`src/rtl/upd_pkg.sv`:
```
// Shared types, character constants and hex helpers for the URL percent decoder.
// No dependencies; imported by every module of the decoder.
package upd_pkg;

	localparam int FIFO_DEPTH = 4;
	localparam int MAX_RES    = 3;

	localparam logic [7:0] CH_PCT   = 8'h25;
	localparam logic [7:0] CH_PLUS  = 8'h2B;
	localparam logic [7:0] CH_SPACE = 8'h20;
	localparam logic [7:0] CH_0     = 8'h30;
	localparam logic [7:0] CH_9     = 8'h39;
	localparam logic [7:0] CH_UA    = 8'h41;
	localparam logic [7:0] CH_UF    = 8'h46;
	localparam logic [7:0] CH_LA    = 8'h61;
	localparam logic [7:0] CH_LF    = 8'h66;

	typedef enum logic [1:0] {
		PEND_NONE  = 2'd0,
		PEND_PCT   = 2'd1,
		PEND_DIGIT = 2'd2
	} pend_t;

	typedef struct packed {
		logic                          eos;
		logic [1:0]                    cnt;
		logic [MAX_RES-1:0][7:0]       chars;
	} upd_grp_t;

	function automatic logic is_hex(input logic [7:0] c);
		return ((c >= CH_0) && (c <= CH_9)) || ((c >= CH_UA) && (c <= CH_UF))
			|| ((c >= CH_LA) && (c <= CH_LF));
	endfunction

	// letters carry bit 6; their low nibble is one through six
	function automatic logic [3:0] hex_val(input logic [7:0] c);
		return c[6] ? (c[3:0] + 4'd9) : c[3:0];
	endfunction

endpackage

```
`src/rtl/upd_front.sv`:
```
// Front end: accepts characters, tracks open escapes, builds result groups.
// Depends on upd_pkg.
module upd_front import upd_pkg::*; (
	input  logic     clk,
	input  logic     arst_n,
	input  logic     accept,
	input  logic [7:0] char_in,
	input  logic     end_of_string,
	output logic     grp_push,
	output upd_grp_t grp,
	output pend_t    pend
);

	pend_t      pend_q;
	logic [7:0] held_q;
	pend_t      pend_n;
	logic [7:0] held_n;

	assign pend = pend_q;

	always_comb begin
		logic                    consumed;
		logic [1:0]              n;
		logic [MAX_RES-1:0][7:0] chars;
		consumed = 1'b0;
		n        = 2'd0;
		chars    = '0;
		pend_n   = PEND_NONE;
		held_n   = held_q;
		case (pend_q)
			PEND_DIGIT: begin
				if (is_hex(char_in)) begin
					chars[0] = {hex_val(held_q), hex_val(char_in)};
					n        = 2'd1;
					consumed = 1'b1;
				end else begin
					chars[0] = CH_PCT;
					chars[1] = held_q;
					n        = 2'd2;
				end
			end
			PEND_PCT: begin
				if (is_hex(char_in)) begin
					held_n   = char_in;
					pend_n   = PEND_DIGIT;
					consumed = 1'b1;
				end else begin
					chars[0] = CH_PCT;
					n        = 2'd1;
				end
			end
			default: begin
				pend_n = PEND_NONE;
			end
		endcase
		if (!consumed) begin
			if (char_in == CH_PCT) begin
				pend_n = PEND_PCT;
			end else begin
				chars[n] = (char_in == CH_PLUS) ? CH_SPACE : char_in;
				n        = n + 2'd1;
			end
		end
		if (end_of_string) begin
			if (pend_n == PEND_PCT) begin
				chars[n] = CH_PCT;
				n        = n + 2'd1;
			end else if (pend_n == PEND_DIGIT) begin
				chars[n]        = CH_PCT;
				chars[n + 2'd1] = held_n;
				n               = n + 2'd2;
			end
			pend_n = PEND_NONE;
		end
		grp.eos   = end_of_string;
		grp.cnt   = n;
		grp.chars = chars;
		grp_push  = accept && (n != 2'd0);
	end

	always_ff @(posedge clk or negedge arst_n) begin
		if (!arst_n) begin
			pend_q <= PEND_NONE;
			held_q <= '0;
		end else if (accept) begin
			pend_q <= pend_n;
			held_q <= held_n;
		end
	end

endmodule

```
`src/rtl/upd_fifo.sv`:
```
// Short queue of result groups between front and back end.
// Depends on upd_pkg.
module upd_fifo import upd_pkg::*; #(
	parameter int DEPTH = FIFO_DEPTH
) (
	input  logic     clk,
	input  logic     arst_n,
	input  logic     push,
	input  upd_grp_t wdata,
	input  logic     pop,
	output upd_grp_t rdata,
	output logic     full,
	output logic     empty
);

	localparam int AW = (DEPTH > 1) ? $clog2(DEPTH) : 1;
	localparam int CW = $clog2(DEPTH + 1);

	upd_grp_t        mem_q [DEPTH];
	logic [AW-1:0]   wr_ptr_q;
	logic [AW-1:0]   rd_ptr_q;
	logic [CW-1:0]   cnt_q;

	assign full  = (cnt_q == CW'(DEPTH));
	assign empty = (cnt_q == '0);
	assign rdata = mem_q[rd_ptr_q];

	function automatic logic [AW-1:0] next_ptr(input logic [AW-1:0] p);
		return (p == AW'(DEPTH - 1)) ? '0 : (p + AW'(1));
	endfunction

	always_ff @(posedge clk) begin
		if (push) begin
			mem_q[wr_ptr_q] <= wdata;
		end
	end

	always_ff @(posedge clk or negedge arst_n) begin
		if (!arst_n) begin
			wr_ptr_q <= '0;
			rd_ptr_q <= '0;
			cnt_q    <= '0;
		end else begin
			if (push) begin
				wr_ptr_q <= next_ptr(wr_ptr_q);
			end
			if (pop) begin
				rd_ptr_q <= next_ptr(rd_ptr_q);
			end
			case ({push, pop})
				2'b10:   cnt_q <= cnt_q + CW'(1);
				2'b01:   cnt_q <= cnt_q - CW'(1);
				default: cnt_q <= cnt_q;
			endcase
		end
	end

endmodule

```
`src/rtl/upd_back.sv`:
```
// Back end: walks each queued group one byte at a time into the output register.
// Depends on upd_pkg.
module upd_back import upd_pkg::*; (
	input  logic       clk,
	input  logic       arst_n,
	input  upd_grp_t   head,
	input  logic       head_valid,
	output logic       head_pop,
	input  logic       pop,
	output logic       empty,
	output logic [7:0] char_out,
	output logic       string_done,
	output logic       run_last
);

	logic [1:0] idx_q;
	logic       out_valid_q;
	logic [7:0] char_q;
	logic       done_q;
	logic       last_q;
	logic       load;
	logic       at_last;

	assign load     = head_valid && (!out_valid_q || pop);
	assign at_last  = (idx_q == (head.cnt - 2'd1));
	assign head_pop = load && at_last;

	assign empty       = !out_valid_q;
	assign char_out    = char_q;
	assign string_done = done_q;
	assign run_last    = last_q;

	always_ff @(posedge clk) begin
		if (load) begin
			char_q <= head.chars[idx_q];
			last_q <= at_last;
			done_q <= at_last && head.eos;
		end
	end

	always_ff @(posedge clk or negedge arst_n) begin
		if (!arst_n) begin
			idx_q       <= '0;
			out_valid_q <= 1'b0;
		end else begin
			if (load) begin
				idx_q <= at_last ? 2'd0 : (idx_q + 2'd1);
			end
			if (load) begin
				out_valid_q <= 1'b1;
			end else if (pop) begin
				out_valid_q <= 1'b0;
			end
		end
	end

endmodule

```
`src/rtl/url_percent_decoder.sv`:
```
// Streaming URL percent decoder, top level: front end, group queue, back end.
// Each result is held in the group queue and then in the output register.
// Throughput: one character per cycle while not full; the back end emits one byte
// per cycle while popped; a character yielding two or three bytes holds it longer.
// Reset (arst_n low, asynchronous) clears escape state, queue and output register.
// Depends on upd_pkg, upd_front, upd_fifo, upd_back.
module url_percent_decoder import upd_pkg::*; #(
	parameter int FIFO_DEPTH_P = FIFO_DEPTH
) (
	input  logic       clk,
	input  logic       arst_n,
	input  logic       push,
	output logic       full,
	input  logic [7:0] char_in,
	input  logic       end_of_string,
	input  logic       pop,
	output logic       empty,
	output logic [7:0] char_out,
	output logic       string_done,
	output logic       run_last
);

	logic     accept;
	logic     grp_push;
	upd_grp_t grp;
	pend_t    pend;
	upd_grp_t head;
	logic     q_empty;
	logic     head_pop;

	assign accept = push && !full;

	upd_front u_front (
		.clk           (clk),
		.arst_n        (arst_n),
		.accept        (accept),
		.char_in       (char_in),
		.end_of_string (end_of_string),
		.grp_push      (grp_push),
		.grp           (grp),
		.pend          (pend)
	);

	upd_fifo #(
		.DEPTH (FIFO_DEPTH_P)
	) u_fifo (
		.clk    (clk),
		.arst_n (arst_n),
		.push   (grp_push),
		.wdata  (grp),
		.pop    (head_pop),
		.rdata  (head),
		.full   (full),
		.empty  (q_empty)
	);

	upd_back u_back (
		.clk         (clk),
		.arst_n      (arst_n),
		.head        (head),
		.head_valid  (!q_empty),
		.head_pop    (head_pop),
		.pop         (pop),
		.empty       (empty),
		.char_out    (char_out),
		.string_done (string_done),
		.run_last    (run_last)
	);

	a_eos_clears_pend: assert property (@(posedge clk) disable iff (!arst_n)
		(accept && end_of_string) |=> (pend == PEND_NONE))
		else $error("escape state left open after end of string");

	a_done_is_last: assert property (@(posedge clk) disable iff (!arst_n)
		(!empty && string_done) |-> run_last)
		else $error("string_done without run_last");

	a_group_nonempty: assert property (@(posedge clk) disable iff (!arst_n)
		!q_empty |-> (head.cnt != 2'd0))
		else $error("empty group in queue");

	a_eos_emits: assert property (@(posedge clk) disable iff (!arst_n)
		(accept && end_of_string) |-> grp_push)
		else $error("end of string produced no item");

endmodule

```
`config.mk`:
```
export PLATFORM = sky130hd
export DESIGN_NAME = url_percent_decoder
export DESIGN_NICKNAME = d
export VERILOG_FILES = /design/src/rtl/upd_pkg.sv /design/src/rtl/upd_front.sv /design/src/rtl/upd_fifo.sv /design/src/rtl/upd_back.sv /design/src/rtl/url_percent_decoder.sv
export SDC_FILE = /design/constraint.sdc
export NUM_CORES = 1
export LEC_CHECK = 0
export BUFFER_PORTS_ARGS = -buffer_cell sky130_fd_sc_hd__clkbuf_2
export CORE_MARGIN = 4
export CORE_UTILIZATION = 55
export CTS_BUF_LIST = sky130_fd_sc_hd__clkbuf_4
export DETAILED_ROUTE_END_ITERATION = 10
export PLACE_DENSITY = 0.72
export SYNTH_ARGS = -nofsm -noshare
export SYNTH_HDL_FRONTEND = slang
export SYNTH_SLANG_ARGS = --single-unit
```
`constraint.sdc`:
```
create_clock -name clk -period 6.2 [get_ports clk]
set_input_delay 0.31 -clock clk [delete_from_list [all_inputs] [get_ports clk]]
set_output_delay 0.31 -clock clk [all_outputs]
set_load 0.02 [all_outputs]
```
==> Word-level counts from Yosys, hierarchy flattened <==
Memory sizes are Yosys's and may differ from the RTL's.
Cells that the tools add are included.
W data, S select, Z words.
{ "totals": {"register_bits": 30, "ramBits": 108, "out_inout_bits": 12, "mem_count": 1} }
{ "classes": {"add_sub_neg": 11, "order_cmp": 13, "eq_ne": 12, "mux": 48, "n_bitwise": 3, "reduce_logical": 22} }
{ "mem_list": {"columns": ["name", "words", "width", "read_ports", "rd_ports_with_merged_regs", "write_ports", "line_no", "source"], "rows": [
  ["u_fifo.mem_q", 4, 27, 1, 0, 1, "upd_fifo.sv:19", "upd_grp_t mem_q [DEPTH];"]
]} }
{ "ops": {"columns": ["operator", "count"], "rows": [
  ["$mux W24", 5],
  ["$mux W8", 10],
  ["$bwmux W24", 2],
  ["$demux W8 S2", 3],
  ["$mux W2", 14],
  ["$bmux W8 S2", 1],
  ["$eq A8 B6 Y1 const B", 2],
  ["$ge A8 B7 Y1 const B", 2],
  ["$le A8 B7 Y1 const B", 2],
  ["$pmux W8 S2", 1],
  ["$and A15 B15 Y15", 1],
  ["$not A15 Y15", 1],
  ["$lt A2 B3 Y1 const B", 4],
  ["$logic_and A1 B1 Y1", 11],
  ["$add A2 B1 Y2 const B", 5],
  ["$eq A2 B2 Y1 const B", 5],
  ["$or A9 B9 Y9", 1],
  ["$add A4 B4 Y4 const B", 2],
  ["$ge A8 B6 Y1 const B", 1],
  ["$le A8 B6 Y1 const B", 1],
  ["$mux W4", 2],
  ["$mux W1", 7],
  ["$eq A2 B1 Y1 const B", 3],
  ["$ge A2 B1 Y1 const B", 3],
  ["other kinds (14)", 20]
]} }

==> Depth between registers and ports, before layout <==
{ "depth": {"depth_word": 19, "mapped_depth": 21} }

==> Modules after synthesis <==
From an unflattened synthesis, not the netlist that was laid out.
{ "hier_totals": {"cells_unflattened": 468, "hier_area_um2": 6710.2} }
{ "modules_own_cells": {"columns": ["module", "instances", "cells_each", "area_each_um2", "seq_area_each_um2"], "rows": [
  ["upd_fifo", 1, 179, 4324.1, 3418.3],
  ["upd_front", 1, 226, 1694.1, 250.2],
  ["upd_back", 1, 61, 674.4, 375.4],
  ["url_percent_decoder", 1, 2, 17.5, 0.0]
]} }

==> Worst setup path before layout <==
OpenSTA, ideal clock, no wires.
{ "synth_timing": {"kind": "in2reg", "from": "in char_in[1]", "to": "reg u_fifo.cnt_q[2]", "arrival_ns": 3.799, "required_ns": 6.121, "path_slack_ns": 2.321, "path_stages": 21, "cell_sequence": "inv_1 > ha_1 > nor3b_1 > and4bb_1 > a32oi_1 > nor2_1 > a21o_1 > ha_1 > nor2_1 > a21oi_1 > ha_1 > and3_1 > a211oi_2 > a22o_4 > inv_1 > ha_1 > inv_1 > fa_1 > xor2_1 > nor2_1 > xor2_1"} }
{ "synth_via": {"elab_chain_len": 17, "word_cells_on_any_way": 37} }
{ "synth_rtl": {"columns": ["element", "line_no", "source"], "rows": [
  ["start: declaration", "url_percent_decoder.sv:14", "input logic [7:0] char_in,"],
  ["$ge A8 B6 Y1 (tied with other cells)", "upd_pkg.sv:31", "return ((c >= CH_0) && (c <= CH_9)) || ((c >= CH_UA) && (c <= CH_UF))"],
  ["$logic_and A1 B1 Y1", "upd_pkg.sv:31", null],
  ["$logic_or A1 B1 Y1", "upd_pkg.sv:31", null],
  ["$logic_or A1 B1 Y1", "upd_pkg.sv:32", "|| ((c >= CH_LA) && (c <= CH_LF));"],
  ["$mux W1 or $mux W2 (tied branches)", "upd_front.sv:43, upd_front.sv:32", null],
  ["$pmux W2 S2", "upd_front.sv:30", "case (pend_q)"],
  ["$add A2 B1 Y2", "upd_front.sv:61", "n = n + 2'd1;"],
  ["$mux W2", "upd_front.sv:57", "if (char_in == CH_PCT) begin"],
  ["$mux W2", "upd_front.sv:56", "if (!consumed) begin"],
  ["$add A2 B2 Y2", "upd_front.sv:71", "n = n + 2'd2;"],
  ["$mux W2", "upd_front.sv:68", "end else if (pend_n == PEND_DIGIT) begin"],
  ["$mux W2", "upd_front.sv:65", "if (pend_n == PEND_PCT) begin"],
  ["$mux W2 *", "upd_front.sv:64", "if (end_of_string) begin"],
  ["$reduce_bool A2 Y1 *", "upd_front.sv:78", "grp_push = accept && (n != 2'd0);"],
  ["$logic_and A1 B1 Y1 *", "upd_front.sv:78", null],
  ["$eq A2 B1 Y1 or $eq A2 B2 Y1 (tied branches)", "upd_fifo.sv:50", "case ({push, pop})"],
  ["$pmux W3 S2 or $reduce_bool A2 Y1 (tied branches)", null, null],
  ["end signal: assignment", "upd_fifo.sv:51", "2'b10: cnt_q <= cnt_q + CW'(1);"],
  ["end signal: assignment", "upd_fifo.sv:52", "2'b01: cnt_q <= cnt_q - CW'(1);"],
  ["end signal: assignment", "upd_fifo.sv:53", "default: cnt_q <= cnt_q;"],
  ["end: declaration", "upd_fifo.sv:22", "logic [CW-1:0] cnt_q;"]
]} }
Every way passes the cells marked *; elsewhere a longest branch is shown, timed or not.
A chain may end at the register's enable or synchronous reset.

==> Worst setup path in the final report <==
{ "layout_timing": {"from": "in char_in[1]", "to": "mem u_fifo.mem_q[0][16] in the netlist's numbering, enable pin"} }
{ "layout_via": {"elab_chain_len": 17, "word_cells_on_any_way": 35} }
{ "layout_rtl": {"columns": ["element", "line_no", "source"], "rows": [
  ["$ge A8 B6 Y1 (tied with other cells)", "upd_pkg.sv:31", null],
  ["$logic_and A1 B1 Y1", "upd_pkg.sv:31", null],
  ["$logic_or A1 B1 Y1", "upd_pkg.sv:31", null],
  ["$logic_or A1 B1 Y1", "upd_pkg.sv:32", null],
  ["$mux W1 or $mux W2 (tied branches)", "upd_front.sv:43, upd_front.sv:32", null],
  ["$pmux W2 S2", "upd_front.sv:30", null],
  ["$add A2 B1 Y2", "upd_front.sv:61", null],
  ["$mux W2", "upd_front.sv:57", null],
  ["$mux W2", "upd_front.sv:56", null],
  ["$add A2 B2 Y2", "upd_front.sv:71", null],
  ["$mux W2", "upd_front.sv:68", null],
  ["$mux W2", "upd_front.sv:65", null],
  ["$mux W2 *", "upd_front.sv:64", null],
  ["$reduce_bool A2 Y1 *", "upd_front.sv:78", null],
  ["$logic_and A1 B1 Y1 *", "upd_front.sv:78", null],
  ["$mux W1 *", "upd_fifo.sv:33", "if (push) begin"],
  ["$mux W1 (not written as such) *", "upd_fifo.sv:34", "mem_q[wr_ptr_q] <= wdata;"],
  ["end: declaration", "upd_fifo.sv:19", null]
]} }
Marks and branches as above.

==> impl_metrics.tcl <==
set metrics [dict create \
    outcome "finished, final reports clean" \
    global_route_layer_with_the_greatest_usage "met2" \
    final_hold_viol_count 0 \
    final_instance_area_sq_um 7019 \
    global_route.usage.met2_pct 32.95 \
    rows 39 \
    grt_pass1_vias 3814 \
    synthMostInstantiatedCell "sky130_fd_sc_hd__edfxtp_1" \
    tritoncts.num_buffers 17 \
    wirelength_mm 12.93 \
    die_height_um 116.7 \
    ys_seq_elements 138 \
    grt_max_degree 31 \
    post-route-drc-count 0 \
    power_density_nw_per_um2 383.7 \
    num_io_pins 25 \
    rsz_0062_raised_after_global_routing "false" \
    clock_tree.buffer_depth 2 \
    initial_utilization_pct 56.66 \
    grt_antenna_before_repair 0 \
    cp_data_required_time_ns 6.31 \
    yosysWarnings 0 \
    vias_per_cell 6.103 \
    drt_first_iter_violations 322 \
    synth-edff-count 118 \
    n_fill_cell 853 \
    wl_per_cell_um 20.78 \
    timing.final.ws_setup_ns 2.130 \
    synthTopCellsByArea "sky130_fd_sc_hd__edfxtp_1, sky130_fd_sc_hd__mux4_2, sky130_fd_sc_hd__dfrtp_1, sky130_fd_sc_hd__ha_1, sky130_fd_sc_hd__nand2_1" \
    numPortBuffers 24 \
    global_route.usage.met3_pct 4.508 \
    critical_path_peak_fanout 27 \
    reg2reg_depth 12 \
    netlist_area_sq_um 6497 \
    worst_r2r_endpoint "u_fifo.mem_q[0][16]" \
    post-cts-setup-buffer-count 0 \
    core_sq_um 11470 \
    criticalPathCategory "primary input to register" \
    maxCapViolations 0 \
    htreeDepth 4 \
    synth_async_sr_flop_share_pct 14.49 \
    worst_skew_pair.late_latency_ns 0.49 \
    setup-tns-final_ns 0 \
    critPathLaunchType "primary input" \
    timing.critical_path.to "u_fifo.mem_q[0][16]" \
    fp.dieW_um 116.7 \
    dpl.hpwl_mm 8.785 \
    fmaxAchievable_ghz 0.2457 \
    place_congestion 0.9093 \
    final_layout_size_suffix_gt1_share_pct 23.17 \
    timing.max_slew.rel_slack_pct 33.33 \
    detailedRoute.firstPassIterationCount 5 \
    ys_seq_area_share_pct 62.24 \
    synthCells 437 \
    worst_ep_arrival_time_ns 4.18 \
    number_of_nets_produced_by_synthesis 471 \
    timing.rr.start "u_front.pend[0]" \
    place_area_sq_um 6728 \
    finalCritPeriodShare_pct 65.65 \
    layout-area-overhead-vs-synth_pct 8.030 \
    setup.reg_to_reg.worst_slack_ns 2.22 \
    cts_tree "done" \
    cts-root-buf "sky130_fd_sc_hd__clkbuf_4" \
    ys_dominant_reg_cell "sky130_fd_sc_hd__edfxtp_1" \
    worst_clock_skew_ns 0.02612 \
    setup_violations 0 \
    routed-via-count 3796 \
    clkSlewWorstSetupHoldPaths_ns 0.12 \
    global_route.overflow_total 0 \
    cell_accounting_for_the_most_synthesized_area "sky130_fd_sc_hd__edfxtp_1" \
    finalCoreUtilization_pct 61.21 \
    largest_vdd_supply_drop_mv 0.2711 \
    global_route.usage.total_pct 20.81 \
    synth.avg_cell_area_sq_um 14.87 \
    synthDominantCellAreaShare_pct 54.53 \
    slew_violations 0 \
    numClockSinks 138 \
    hp-class "primary input to register" \
    worstSetupEndpointType "register" \
    antennaDiodeCount 0 \
    placement.setup.worst_slack_ns 1.622 \
    leak_pwr_nw 2.675 \
    crit_path_start "char_in[1]" \
    period_needed_ns 4.070 \
    die_area_sq_um 13620 \
    netlist-cell-type-count 57 \
    wire_length_of_the_first_global_routing_pass_mm 20.96 \
    worst_slew_pin_tran_ns 1.000 \
    synth_common_cells "sky130_fd_sc_hd__edfxtp_1, sky130_fd_sc_hd__nand2_1, sky130_fd_sc_hd__inv_1" \
    gr-usage-met1_pct 29.72 \
    fin_nets 500 \
    antenna_violating_nets_post_route 0 \
]
[registers in the layout (all words and copies together) (netlist names)]
signal,count
u_back.char_out,8
u_back.idx_q,2
u_back.out_valid_q,1
u_back.run_last,1
u_back.string_done,1
u_fifo.cnt_q,3
u_fifo.mem_q,108
u_fifo.rd_ptr_q,2
u_fifo.wr_ptr_q,2
u_front.held_q,8
u_front.pend,2
[power breakdown]
part	internal (mW)	switching (mW)
clock network	0.245	0.296
registers	1.25	0.140
logic	0.356	0.411
total	1.85	0.847
[layout make-up]
type	count	area [sq um]	area share, %
inverter	28	105.1	1.497
clock inverter	13	128.9	1.836
tap	143	178.9	2.549
timing repair buffer	28	155.1	2.210
multi-input combinational	253	2263	32.25
sequential	138	4045	57.63
clock buffer	19	142.6	2.032
[cells by family (layout without fill, tap and decap cells)]
family	Yosys count	after routing	share of synthesized area (%)
AOI/OAI and AO/OA	82	82	8.897
xor gates and xnor gates	10	10	1.348
adders and majority gates	21	21	4.159
buffers and inverters	46	88	2.927
DFF	138	138	62.24
muxes	46	46	12.59
and+or+nand+nor	94	94	7.837
[stage by stage]
step,std cells,power (mW),hold WS [ns]
after global placement,588,2.163,0.3176
final,622,2.693,0.1660
after floorplan,437,1.956,0.01441
after CTS,622,2.733,0.1077
after detailed placement,588,2.194,0.3342
after global routing,622,2.869,0.1257
[worst min-delay path by stage]
stage                          start           endpoint  slack, ns  depth (start not counted)
after floorplan               arst_n    u_back.idx_q[0]       0.01                          0
after global placement        arst_n    u_back.idx_q[0]       0.32                          1
after detailed placement      arst_n    u_back.idx_q[1]       0.33                          1
after CTS                 char_in[3]  u_front.held_q[3]       0.11                          2
after global routing      char_in[3]  u_front.held_q[3]       0.13                          2
final                     char_in[3]  u_front.held_q[3]       0.17                          2
[cells in the final DEF, fill, tap and decap left out, types with 6 or more instances in the layout]
cell                       synthesis  final
sky130_fd_sc_hd__dfrtp_1          20     19
sky130_fd_sc_hd__inv_1            28     28
sky130_fd_sc_hd__clkbuf_4          0     19
sky130_fd_sc_hd__o22ai_1           9      9
sky130_fd_sc_hd__and2_2            6      6
sky130_fd_sc_hd__o21ai_0          16     16
sky130_fd_sc_hd__and2_1            8      8
sky130_fd_sc_hd__nand3_1          10     10
sky130_fd_sc_hd__nand2_1          29     29
sky130_fd_sc_hd__mux2_2            8      8
sky130_fd_sc_hd__edfxtp_1        118    118
sky130_fd_sc_hd__mux2i_1           9      9
sky130_fd_sc_hd__nor2_1           17     17
sky130_fd_sc_hd__a21oi_1          15     15
sky130_fd_sc_hd__nand2b_1          6      6
sky130_fd_sc_hd__clkbuf_2          0     24
sky130_fd_sc_hd__ha_1             20     20
sky130_fd_sc_hd__mux4_2           27     27
sky130_fd_sc_hd__a21o_1            6      6
[per-layer routing]
metal,routed length (um),share of wire [%]
met5,0,0
met4,134,1.0
met3,576,4.5
met2,6446,50
met1,5770,45
[timing repair]
item / in CTS / in global routing
hold endpoints to repair: 21 / 0
hold buffers: 2 / 0
gates resized for setup: 0 / 0
endpoints found under the setup margin: 0 / 0
[critical path, cell delays in order]
cell	delay, ns
sky130_fd_sc_hd__clkbuf_2	0.18
sky130_fd_sc_hd__inv_1	0.10
sky130_fd_sc_hd__ha_1	0.25
sky130_fd_sc_hd__nor3b_1	0.20
sky130_fd_sc_hd__and4bb_1	0.25
sky130_fd_sc_hd__a32oi_1	0.41
sky130_fd_sc_hd__nor2_1	0.11
sky130_fd_sc_hd__a21o_1	0.19
sky130_fd_sc_hd__ha_1	0.34
sky130_fd_sc_hd__nor2_1	0.06
sky130_fd_sc_hd__a21oi_1	0.23
sky130_fd_sc_hd__ha_1	0.29
sky130_fd_sc_hd__and3_1	0.17
sky130_fd_sc_hd__a211oi_2	0.21
sky130_fd_sc_hd__a22o_4	0.19
sky130_fd_sc_hd__and2_2	0.65
Note: power is estimated with default switching activity, not from simulation.
